===== src/sv/transfer_segmenter_multi_queue_core_macros.svh =====
// Assertion macros shared by the transfer segmenter RTL.
// Depends on a clk_i clock and an active-low rst_ni reset in the including scope.
`ifndef TRANSFER_SEGMENTER_MULTI_QUEUE_CORE_MACROS_SVH
`define TRANSFER_SEGMENTER_MULTI_QUEUE_CORE_MACROS_SVH

// Same-cycle implication.
`define TSMQ_ASSERT_NOW(label, ante, cons, msg) \
  label: assert property (@(posedge clk_i) disable iff (!rst_ni) (ante) |-> (cons)) \
    else $error(msg);

// Next-cycle implication.
`define TSMQ_ASSERT_NEXT(label, ante, cons, msg) \
  label: assert property (@(posedge clk_i) disable iff (!rst_ni) (ante) |=> (cons)) \
    else $error(msg);

`endif


===== src/sv/tsmq_pkg.sv =====
// Shared widths, codes and limits of the transfer segmenter.
// No dependencies; used by tsmq_div and transfer_segmenter_multi_queue_core.
package tsmq_pkg;

  localparam int LEN_W      = 25;
  localparam int KEY_W      = 64;
  localparam int OFS_W      = 48;
  localparam int IMM_W      = 32;
  localparam int OP_W       = 2;
  localparam int QC_W       = 3;
  localparam int MCS_W      = 7;
  localparam int SLOT_OUT_W = 8;
  localparam int QIDX_W     = 2;
  localparam int CFG_IDX_W  = 2;
  localparam int CFG_DATA_W = 25;
  localparam int IN_DATA_W  = 288;
  localparam int OUT_DATA_W = 296;

  localparam int DIV_NUM_W = LEN_W + 1;
  localparam int DIV_STEP  = 4;

  localparam int DEF_SLOT_RING_DEPTH = 256;
  localparam int DEF_MAX_QUEUES      = 4;

  localparam logic [LEN_W-1:0] MIN_CHUNK = 25'd2097152;
  localparam logic [LEN_W-1:0] MAX_LEN   = 25'd16777216;
  localparam logic [MCS_W-1:0] MCS_MAX   = 7'd64;

  localparam logic [OP_W-1:0] OP_READ      = 2'd0;
  localparam logic [OP_W-1:0] OP_WRITE     = 2'd1;
  localparam logic [OP_W-1:0] OP_WRITE_IMM = 2'd2;
  localparam logic [OP_W-1:0] OP_UNUSED    = 2'd3;

  localparam logic KIND_DESC   = 1'b0;
  localparam logic KIND_COMMIT = 1'b1;

  localparam logic [CFG_IDX_W-1:0] CFG_QUEUE_COUNT         = 2'd0;
  localparam logic [CFG_IDX_W-1:0] CFG_MAX_CHUNK_LENGTH    = 2'd1;
  localparam logic [CFG_IDX_W-1:0] CFG_MAX_CHUNKS_PER_SLOT = 2'd2;

endpackage


===== src/sv/tsmq_div.sv =====
// Iterative unsigned divider, several quotient bits per cycle, for the segmenter.
// Depends on tsmq_pkg for its default widths.
module tsmq_div #(
  parameter int NUM_W = tsmq_pkg::DIV_NUM_W,
  parameter int DEN_W = tsmq_pkg::QC_W,
  parameter int STEP  = tsmq_pkg::DIV_STEP
) (
  input  logic             clk_i,
  input  logic             rst_ni,
  input  logic             start_i,
  input  logic [NUM_W-1:0] num_i,
  input  logic [DEN_W-1:0] den_i,
  output logic             done_o,
  output logic [NUM_W-1:0] quo_o
);

  localparam int CYC   = (NUM_W + STEP - 1) / STEP;
  localparam int PAD_W = CYC * STEP;
  localparam int CNT_W = $clog2(CYC + 1);

  logic [PAD_W-1:0] work_q, work_d;
  logic [DEN_W-1:0] rem_q, rem_d;
  logic [CNT_W-1:0] cnt_q, cnt_d;
  logic             busy_q, busy_d;
  logic             done_q, done_d;

  always_comb begin
    logic [DEN_W:0]   r;
    logic [PAD_W-1:0] w;
    r = {1'b0, rem_q};
    w = work_q;
    for (int k = 0; k < STEP; k++) begin
      r = {r[DEN_W-1:0], w[PAD_W-1]};
      w = {w[PAD_W-2:0], 1'b0};
      if (r >= {1'b0, den_i}) begin
        r    = r - {1'b0, den_i};
        w[0] = 1'b1;
      end
    end
    work_d = work_q;
    rem_d  = rem_q;
    cnt_d  = cnt_q;
    busy_d = busy_q;
    done_d = 1'b0;
    if (start_i) begin
      work_d = PAD_W'(num_i);
      rem_d  = '0;
      cnt_d  = CNT_W'(CYC);
      busy_d = 1'b1;
    end else if (busy_q) begin
      work_d = w;
      rem_d  = r[DEN_W-1:0];
      cnt_d  = cnt_q - 1'b1;
      if (cnt_q == CNT_W'(1)) begin
        busy_d = 1'b0;
        done_d = 1'b1;
      end
    end
  end

  always_ff @(posedge clk_i or negedge rst_ni) begin
    if (!rst_ni) begin
      cnt_q  <= '0;
      busy_q <= 1'b0;
      done_q <= 1'b0;
    end else begin
      cnt_q  <= cnt_d;
      busy_q <= busy_d;
      done_q <= done_d;
    end
  end

  always_ff @(posedge clk_i) begin
    work_q <= work_d;
    rem_q  <= rem_d;
  end

  assign done_o = done_q;
  assign quo_o  = work_q[NUM_W-1:0];

endmodule


===== src/sv/transfer_segmenter_multi_queue_core.sv =====
// Transfer segmenter: cuts transfer requests into chunks, spreads each chunk over
// the queues and batches chunks into ring slots. Depends on tsmq_pkg, tsmq_div and
// transfer_segmenter_multi_queue_core_macros.svh.
//
// One request at a time is taken. Each chunk passes a setup state, then the shared
// divider that computes the per-queue piece length and a load of the quotient,
// then one descriptor per queue and a slot commit when the slot closes. Output
// stalls hold the descriptor and commit states. The next request is accepted
// once its predecessor's last result sits in the output register.
module transfer_segmenter_multi_queue_core #(
  parameter int SLOT_RING_DEPTH = tsmq_pkg::DEF_SLOT_RING_DEPTH,
  parameter int MAX_QUEUES      = tsmq_pkg::DEF_MAX_QUEUES
) (
  input  logic                             clk_i,
  input  logic                             rst_ni,
  input  logic                             cfg_valid_i,
  output logic                             cfg_ready_o,
  input  logic [tsmq_pkg::CFG_IDX_W-1:0]   cfg_index_i,
  input  logic [tsmq_pkg::CFG_DATA_W-1:0]  cfg_data_i,
  input  logic                             s_axis_tvalid,
  output logic                             s_axis_tready,
  // op, local_key, remote_key, target offset, source offset, request_length,
  // immediate, zero fill.
  input  logic [tsmq_pkg::IN_DATA_W-1:0]   s_axis_tdata,
  input  logic                             s_axis_tlast,
  output logic                             m_axis_tvalid,
  input  logic                             m_axis_tready,
  // slot, queue_index, piece_length, out_local_key, out_remote_key,
  // out_target_offset, out_source_offset, slot_opcode, out_immediate,
  // final_slot, zero fill.
  output logic [tsmq_pkg::OUT_DATA_W-1:0]  m_axis_tdata,
  // kind.
  output logic                             m_axis_tuser,
  output logic                             m_axis_tlast
);

  import tsmq_pkg::*;

  `include "transfer_segmenter_multi_queue_core_macros.svh"

  localparam int SLOT_W = $clog2(SLOT_RING_DEPTH);

  localparam logic [2:0] ST_IDLE   = 3'd0;
  localparam logic [2:0] ST_CHUNK  = 3'd1;
  localparam logic [2:0] ST_DIV    = 3'd2;
  localparam logic [2:0] ST_DESC   = 3'd3;
  localparam logic [2:0] ST_COMMIT = 3'd4;

  logic [2:0]        state_q, state_d;
  logic [QC_W-1:0]   cfg_qc_q, cfg_qc_d;
  logic [LEN_W-1:0]  cfg_mcl_q, cfg_mcl_d;
  logic [MCS_W-1:0]  cfg_mcs_q, cfg_mcs_d;
  logic [SLOT_W-1:0] slot_cnt_q, slot_cnt_d, cur_slot_q, cur_slot_d;
  logic [MCS_W-1:0]  cis_q, cis_d;
  logic              slot_open_q, slot_open_d;

  logic [OP_W-1:0]   op_q, op_d;
  logic [KEY_W-1:0]  lk_q, lk_d, rk_q, rk_d;
  logic [OFS_W-1:0]  tbase_q, tbase_d, sbase_q, sbase_d;
  logic [OFS_W-1:0]  tchunk_q, tchunk_d, schunk_q, schunk_d;
  logic [LEN_W-1:0]  total_q, total_d, off_q, off_d;
  logic [LEN_W-1:0]  chunk_q, chunk_d, piece_q, piece_d, rel_q, rel_d;
  logic              last_req_q, last_req_d, req_tail_q, req_tail_d;
  logic [IMM_W-1:0]  imm_q, imm_d;
  logic [QC_W-1:0]   q_q, q_d;

  logic                  out_valid_q, out_valid_d;
  logic [OUT_DATA_W-1:0] out_data_q, out_data_d;
  logic                  out_kind_q, out_kind_d, out_last_q, out_last_d;

  logic [QC_W-1:0]      qc;
  logic [LEN_W-1:0]     mcl, remain, chunk_c, desc_len, diff;
  logic [MCS_W-1:0]     mcs, cis_inc;
  logic                 out_free, task_tail, div_start, div_done;
  logic [DIV_NUM_W-1:0] div_quo;
  logic [OP_W-1:0]      opc, in_op;
  logic [LEN_W-1:0]     in_len;

  always_comb begin
    if (cfg_qc_q == '0) begin
      qc = QC_W'(1);
    end else if (int'(cfg_qc_q) > MAX_QUEUES) begin
      qc = QC_W'(MAX_QUEUES);
    end else begin
      qc = cfg_qc_q;
    end
    if (cfg_mcl_q < MIN_CHUNK) begin
      mcl = MIN_CHUNK;
    end else if (cfg_mcl_q > MAX_LEN) begin
      mcl = MAX_LEN;
    end else begin
      mcl = cfg_mcl_q;
    end
    if (cfg_mcs_q == '0) begin
      mcs = MCS_W'(1);
    end else if (cfg_mcs_q > MCS_MAX) begin
      mcs = MCS_MAX;
    end else begin
      mcs = cfg_mcs_q;
    end
  end

  assign remain    = total_q - off_q;
  assign chunk_c   = (remain < mcl) ? remain : mcl;
  assign task_tail = last_req_q && req_tail_q;
  assign out_free  = !out_valid_q || m_axis_tready;
  assign cis_inc   = cis_q + 1'b1;
  assign diff      = chunk_q - rel_q;
  assign desc_len  = (rel_q < chunk_q) ? ((diff > piece_q) ? piece_q : diff) : '0;
  assign opc       = (op_q == OP_WRITE_IMM && !task_tail) ? OP_WRITE : op_q;
  assign div_start = (state_q == ST_CHUNK);
  assign in_op     = (s_axis_tdata[1:0] == OP_UNUSED) ? OP_READ : s_axis_tdata[1:0];
  assign in_len    = (s_axis_tdata[250:226] > MAX_LEN) ? MAX_LEN : s_axis_tdata[250:226];

  tsmq_div #(
    .NUM_W(DIV_NUM_W),
    .DEN_W(QC_W),
    .STEP (DIV_STEP)
  ) u_div (
    .clk_i  (clk_i),
    .rst_ni (rst_ni),
    .start_i(div_start),
    .num_i  (DIV_NUM_W'(chunk_c) + DIV_NUM_W'(qc) - DIV_NUM_W'(1)),
    .den_i  (qc),
    .done_o (div_done),
    .quo_o  (div_quo)
  );

  always_comb begin
    cfg_qc_d  = cfg_qc_q;
    cfg_mcl_d = cfg_mcl_q;
    cfg_mcs_d = cfg_mcs_q;
    if (cfg_valid_i) begin
      case (cfg_index_i)
        CFG_QUEUE_COUNT:         cfg_qc_d  = cfg_data_i[QC_W-1:0];
        CFG_MAX_CHUNK_LENGTH:    cfg_mcl_d = cfg_data_i[LEN_W-1:0];
        CFG_MAX_CHUNKS_PER_SLOT: cfg_mcs_d = cfg_data_i[MCS_W-1:0];
        default: ;
      endcase
    end
  end

  always_comb begin
    state_d     = state_q;
    slot_cnt_d  = slot_cnt_q;
    cur_slot_d  = cur_slot_q;
    cis_d       = cis_q;
    slot_open_d = slot_open_q;
    op_d        = op_q;
    lk_d        = lk_q;
    rk_d        = rk_q;
    tbase_d     = tbase_q;
    sbase_d     = sbase_q;
    tchunk_d    = tchunk_q;
    schunk_d    = schunk_q;
    total_d     = total_q;
    off_d       = off_q;
    chunk_d     = chunk_q;
    piece_d     = piece_q;
    rel_d       = rel_q;
    last_req_d  = last_req_q;
    req_tail_d  = req_tail_q;
    imm_d       = imm_q;
    q_d         = q_q;
    out_valid_d = out_valid_q && !m_axis_tready;
    out_data_d  = out_data_q;
    out_kind_d  = out_kind_q;
    out_last_d  = out_last_q;

    case (state_q)
      ST_IDLE: begin
        if (s_axis_tvalid) begin
          op_d       = in_op;
          lk_d       = s_axis_tdata[65:2];
          rk_d       = s_axis_tdata[129:66];
          tbase_d    = s_axis_tdata[177:130];
          sbase_d    = s_axis_tdata[225:178];
          total_d    = in_len;
          imm_d      = s_axis_tdata[282:251];
          last_req_d = s_axis_tlast;
          off_d      = '0;
          state_d    = ST_CHUNK;
        end
      end
      ST_CHUNK: begin
        chunk_d    = chunk_c;
        req_tail_d = (chunk_c == remain);
        tchunk_d   = tbase_q + OFS_W'(off_q);
        schunk_d   = sbase_q + OFS_W'(off_q);
        if (!slot_open_q) begin
          cur_slot_d  = slot_cnt_q;
          slot_cnt_d  = (slot_cnt_q == SLOT_W'(SLOT_RING_DEPTH - 1)) ? '0
                                                                     : slot_cnt_q + 1'b1;
          cis_d       = '0;
          slot_open_d = 1'b1;
        end
        state_d = ST_DIV;
      end
      ST_DIV: begin
        if (div_done) begin
          piece_d = div_quo[LEN_W-1:0];
          rel_d   = '0;
          q_d     = '0;
          state_d = ST_DESC;
        end
      end
      ST_DESC: begin
        if (out_free) begin
          out_valid_d = 1'b1;
          out_kind_d  = KIND_DESC;
          out_last_d  = 1'b0;
          out_data_d  = {2'b00, 1'b0, {IMM_W{1'b0}}, OP_READ,
                         schunk_q + OFS_W'(rel_q), tchunk_q + OFS_W'(rel_q),
                         rk_q, lk_q, desc_len, q_q[QIDX_W-1:0],
                         SLOT_OUT_W'(cur_slot_q)};
          q_d   = q_q + 1'b1;
          rel_d = rel_q + piece_q;
          if (q_q == qc - 1'b1) begin
            cis_d = cis_inc;
            if (cis_inc >= mcs || task_tail) begin
              state_d = ST_COMMIT;
            end else if (req_tail_q) begin
              out_last_d = 1'b1;
              state_d    = ST_IDLE;
            end else begin
              off_d   = off_q + chunk_q;
              state_d = ST_CHUNK;
            end
          end
        end
      end
      ST_COMMIT: begin
        if (out_free) begin
          out_valid_d = 1'b1;
          out_kind_d  = KIND_COMMIT;
          out_last_d  = req_tail_q;
          out_data_d  = {2'b00, task_tail,
                         (opc == OP_WRITE_IMM) ? imm_q : {IMM_W{1'b0}}, opc,
                         {OFS_W{1'b0}}, {OFS_W{1'b0}}, {KEY_W{1'b0}}, {KEY_W{1'b0}},
                         {LEN_W{1'b0}}, {QIDX_W{1'b0}}, SLOT_OUT_W'(cur_slot_q)};
          slot_open_d = 1'b0;
          cis_d       = '0;
          if (req_tail_q) begin
            state_d = ST_IDLE;
          end else begin
            off_d   = off_q + chunk_q;
            state_d = ST_CHUNK;
          end
        end
      end
      default: state_d = ST_IDLE;
    endcase
  end

  always_ff @(posedge clk_i or negedge rst_ni) begin
    if (!rst_ni) begin
      state_q     <= ST_IDLE;
      cfg_qc_q    <= QC_W'(1);
      cfg_mcl_q   <= MIN_CHUNK;
      cfg_mcs_q   <= MCS_MAX;
      slot_cnt_q  <= '0;
      cis_q       <= '0;
      slot_open_q <= 1'b0;
      out_valid_q <= 1'b0;
    end else begin
      state_q     <= state_d;
      cfg_qc_q    <= cfg_qc_d;
      cfg_mcl_q   <= cfg_mcl_d;
      cfg_mcs_q   <= cfg_mcs_d;
      slot_cnt_q  <= slot_cnt_d;
      cis_q       <= cis_d;
      slot_open_q <= slot_open_d;
      out_valid_q <= out_valid_d;
    end
  end

  always_ff @(posedge clk_i) begin
    cur_slot_q <= cur_slot_d;
    op_q       <= op_d;
    lk_q       <= lk_d;
    rk_q       <= rk_d;
    tbase_q    <= tbase_d;
    sbase_q    <= sbase_d;
    tchunk_q   <= tchunk_d;
    schunk_q   <= schunk_d;
    total_q    <= total_d;
    off_q      <= off_d;
    chunk_q    <= chunk_d;
    piece_q    <= piece_d;
    rel_q      <= rel_d;
    last_req_q <= last_req_d;
    req_tail_q <= req_tail_d;
    imm_q      <= imm_d;
    q_q        <= q_d;
    out_data_q <= out_data_d;
    out_kind_q <= out_kind_d;
    out_last_q <= out_last_d;
  end

  assign cfg_ready_o   = 1'b1;
  assign s_axis_tready = (state_q == ST_IDLE);
  assign m_axis_tvalid = out_valid_q;
  assign m_axis_tdata  = out_data_q;
  assign m_axis_tuser  = out_kind_q;
  assign m_axis_tlast  = out_last_q;

  `TSMQ_ASSERT_NOW(a_cis_bound, 1'b1, cis_q <= MCS_MAX,
                   "Chunk count of a slot exceeds its bound.")
  `TSMQ_ASSERT_NOW(a_desc_in_open_slot, state_q == ST_DESC || state_q == ST_COMMIT,
                   slot_open_q, "Slot result issued while no slot is open.")
  `TSMQ_ASSERT_NEXT(a_commit_closes, state_q == ST_COMMIT && out_free,
                    !slot_open_q && cis_q == '0, "Slot commit did not close the slot.")
  `TSMQ_ASSERT_NOW(a_piece_bound, state_q == ST_DESC,
                   desc_len <= piece_q && desc_len <= chunk_q,
                   "Descriptor length exceeds piece or chunk.")

endmodule

===== config.mk =====
export PLATFORM = sky130hd
export DESIGN_NAME = transfer_segmenter_multi_queue_core
export DESIGN_NICKNAME = d
export VERILOG_FILES = /design/src/sv/tsmq_pkg.sv /design/src/sv/tsmq_div.sv /design/src/sv/transfer_segmenter_multi_queue_core.sv
export VERILOG_INCLUDE_DIRS = /design/src /design/src/sv
export SDC_FILE = /design/constraint.sdc
export NUM_CORES = 2
export LEC_CHECK = 0
export BUFFER_PORTS_ARGS = -buffer_cell sky130_fd_sc_hd__buf_2
export CELL_PAD_IN_SITES_DETAIL_PLACEMENT = 1
export CELL_PAD_IN_SITES_GLOBAL_PLACEMENT = 2
export CORE_MARGIN = 2
export CORE_UTILIZATION = 39
export DETAILED_ROUTE_END_ITERATION = 8
export PLACE_DENSITY_LB_ADDON = 0.1
export SLEW_MARGIN = 15
export SYNTH_ARGS = -nofsm -noshare
export SYNTH_HDL_FRONTEND = slang
export SYNTH_SLANG_ARGS = --single-unit
export TNS_END_PERCENT = 100

===== constraint.sdc =====
create_clock -name clk_i -period 18.75 [get_ports clk_i]
set_input_delay 3.75 -clock clk_i [delete_from_list [all_inputs] [get_ports clk_i]]
set_output_delay 3.75 -clock clk_i [all_outputs]
set_load 0.02 [all_outputs]

==> impl_metrics.yaml <==
die:
  fp.dieArea_um2: 118300
  die_y_um: 344.0
  fp.coreArea_um2: 114500
  initial_core_util: 0.3937
  cell_rows: 124
  die_w_um: 344.0
  io-pin-count: 622
logic_synthesis:
  synth.cells.most_frequent: "sky130_fd_sc_hd__edfxtp_1 (814), sky130_fd_sc_hd__nor2_1 (298), sky130_fd_sc_hd__ha_1 (292), sky130_fd_sc_hd__nand2_1 (286), sky130_fd_sc_hd__a21oi_1 (228)"
  synth_async_sr_flop_share: 0.06826
  synth_edf_count: 814
  post_synth_inst_count: 3797
  post-synth-top-area-cell: "sky130_fd_sc_hd__edfxtp_1"
  postSynth.topFlopCell: "sky130_fd_sc_hd__edfxtp_1"
  yosys-top-cells-area: "sky130_fd_sc_hd__edfxtp_1 (54%), sky130_fd_sc_hd__ha_1 (8.1%), sky130_fd_sc_hd__xnor2_1 (3.2%)"
  synth.yosys.warnings: 0
  sequential_area_share_after_synthesis: 0.5778
  mappedNetlistArea_um2: 45080
  synth_top_area_share: 0.5422
  post_synthesis_cell_type_count: 97
  synth.avg_cell_area_um2: 11.87
  number_of_synthesized_register_bits: 879
  top_count_cell_post_synth: "sky130_fd_sc_hd__edfxtp_1"
timing:
  maxClockFrequency_mhz: 104.6
  finalSetupViolations: 0
  timing.final.max_slew_violations: 0
  finalClockSkew_ns: 0.03424
  unrepaired_setup_endpoints_after_global_routing: "no"
  final_min_period_over_clock_period: 0.5100
  finalCriticalPeriod_ns: 9.562
  timing_hold_violations_final: 0
  tightest_slew_ns: 1.179
  fin_setup_tns_ns: 0
  timing.hold.ws_ns: 0.4170
  maxSlewHeadroom: 0.2139
clock_network:
  worst_skew_pair.late_latency_ns: 0.71
  cts.repair_timing.setup_buffer_count: 0
  holdBufCountCts: 0
  number_of_levels_the_h_tree_was_split_into: 3
  cts_tree: "yes"
  clk_pin_slew_ns: 0.06
  cts.root.buffer_cell: "sky130_fd_sc_hd__clkbuf_16"
  cts_inserted_buffers: 101
  ctsResizeCount: 0
  tritoncts_num_sinks: 879
  clk_path_buf_depth: 3
final_layout:
  area.sequential_um2: 26050
  drive_above_1_share: 0.1972
  final_cell_area_excluding_filler_cells_um2: 53410
  multiInputGateArea_um2: 17850
  final.fill_count: 12233
  syn_to_final_growth_pct: 18.47
  layout.core_utilization: 0.4665
  fin_nets: 5072
global_routing:
  grt_pass1_vias: 31746
  gr-total-overflow: 0
  grt_start_max_net_pins: 193
  globalRouteTotalUtil: 0.2292
  global_route_wire_length_before_repair_um: 202200
  antenna_found_initial: 21
hold_path:
  timing.hold.worst_endpoint: "m_axis_tdata[0]$_DFFE_PP_"
  hold_depth: 0
  hold_path.class: "register to register"
  worst_hold_startpoint: "cur_slot_q[0]$_DFFE_PP_"
drt:
  wirelength_um: 139900
  vias_per_cell: 5.167
  top_signal_layer_used: "met5"
  dr.first_iter.drc_count: 1603
  routedLengthMet1_um: 60220
  final_antenna_net_count: 0
  met2_length_um: 66520
  detailroute.via_count: 31289
  remaining_drc_errors: 0
  dr.pass1.iters: 5
  post_drt_wl_per_cell_um: 23.10
  met3RoutedLength_um: 6354
flow_run:
  max_cap_violations: 0
worst_setup_path:
  worst-endpoint-required_ns: 19.16
  timing.critical_path.fanout_max: 16
  worstReg2RegEnd: "u_div.work_q[25]$_DFFE_PP_"
  worst-setup-path-type: "register to register"
  worstRegToRegCells: 37
  delay_contributed_by_the_slowest_stage_of_the_critical_path_ns: 0.61
  timing.rr.start: "off_q[0]$_SDFFCE_PN0P_"
  setup_crit_start_kind: "register"
  critical_path_arrival_ns: 9.97
  cp-end-kind: "register"
  slowest_stage: "sky130_fd_sc_hd__nor2_2"
  setup.reg_to_reg.worst_slack_ns: 9.19
placed_design:
  postPlaceCellArea_um2: 49950
  io_buffer_count: 613
  detailed_place_hpwl_um: 107900
  gp_routability_congestion: 0.8595
run_status:
  run_status: "finished, final reports clean"
[worst max path at each step]
| stage | cells past startpoint | start | to |
|---|---|---|---|
| after global placement | 37 | off_q[0]$_SDFFCE_PN0P_ | u_div.work_q[25]$_DFFE_PP_ |
| final | 37 | off_q[0]$_SDFFCE_PN0P_ | u_div.work_q[25]$_DFFE_PP_ |
| after detailed placement | 36 | off_q[1]$_SDFFCE_PN0P_ | u_div.work_q[25]$_DFFE_PP_ |
| after floorplan | 2 | m_axis_tready | m_axis_tdata[0]$_DFFE_PP_ |
| after global routing | 36 | off_q[1]$_SDFFCE_PN0P_ | u_div.work_q[25]$_DFFE_PP_ |
| after CTS | 36 | off_q[1]$_SDFFCE_PN0P_ | u_div.work_q[25]$_DFFE_PP_ |
[cells in the final DEF, fill, tap and decap left out, types with 21 or more instances in the layout]
cell                        count
sky130_fd_sc_hd__nor2b_1       48
sky130_fd_sc_hd__xor2_1       130
sky130_fd_sc_hd__inv_1        221
sky130_fd_sc_hd__o211ai_1      22
sky130_fd_sc_hd__o21bai_1      26
sky130_fd_sc_hd__nand3_1       82
sky130_fd_sc_hd__buf_4         29
sky130_fd_sc_hd__and2_1       196
sky130_fd_sc_hd__o21a_1        32
sky130_fd_sc_hd__a21oi_1      228
sky130_fd_sc_hd__xnor2_1      164
sky130_fd_sc_hd__and3_1        46
sky130_fd_sc_hd__clkinv_1      21
sky130_fd_sc_hd__nor2_1       294
sky130_fd_sc_hd__o21ai_0      173
sky130_fd_sc_hd__nand2_1      285
sky130_fd_sc_hd__mux2_2        40
sky130_fd_sc_hd__a21o_1        77
sky130_fd_sc_hd__clkbuf_16    101
sky130_fd_sc_hd__ha_1         292
sky130_fd_sc_hd__nand4_1       43
sky130_fd_sc_hd__a211oi_1      25
sky130_fd_sc_hd__dfrtp_1       57
sky130_fd_sc_hd__nand2b_1      35
sky130_fd_sc_hd__buf_2        613
sky130_fd_sc_hd__edfxtp_1     814
sky130_fd_sc_hd__nor3_1        63
[worst max-delay path, delay by kind of cell (launching register included)]
kind	cells	cell delay [ns]
fa+ha+maj	6	1.97
compound gates	19	4.35
xor+xnor	3	0.66
flops	1	0.48
buf+inv	1	0.06
simple gates	8	1.74
[metal layers]
metal | GRT usage | up-vias
met3 | 0.04227 | 252
li1 | - | 15098
met2 | 0.3790 | 621
met5 | 0 | -
met1 | 0.2928 | 15306
met4 | 0.1034 | 12
[logic make-up after synthesis]
family                   synth area share
other                           0.0001666
AO/OA/AOI/OAI                      0.1057
adder cells (fa/ha/maj)           0.08726
multiplexers                      0.01427
AND/OR/NAND/NOR                    0.1301
XOR/XNOR                          0.05748
flip-flops                         0.5778
buffers and inverters             0.02725
[sequential cells by signal (all words and copies together) (netlist names), 28 cells and up]
| register | cells |
|---|---|
| imm_q | 32 |
| lk_q | 64 |
| m_axis_tdata | 294 |
| rk_q | 64 |
| sbase_q | 48 |
| schunk_q | 48 |
| tbase_q | 48 |
| tchunk_q | 48 |
| u_div.work_q | 28 |
[through the flow]
step | setup slack [ns] | instances
floorplan | 1.644 | 3798
global placement | 9.275 | 5854
detailed placement | 9.202 | 5854
CTS | 9.152 | 6039
global route | 8.592 | 6050
finish | 9.188 | 6055
[layout make-up]
cell class / count / share of cell area
diodes: 15 / 0.0007028
clock buffers: 114 / 0.04824
clock inverters: 71 / 0.01549
inverters: 225 / 0.01595
multi-input cells: 2595 / 0.3343
flip-flops and latches: 879 / 0.4877
well taps: 1512 / 0.03542
repair buffers: 644 / 0.06217
Power is not shown: default switching activity piles up to over one toggle a cycle in this logic, so the estimate is an artifact.
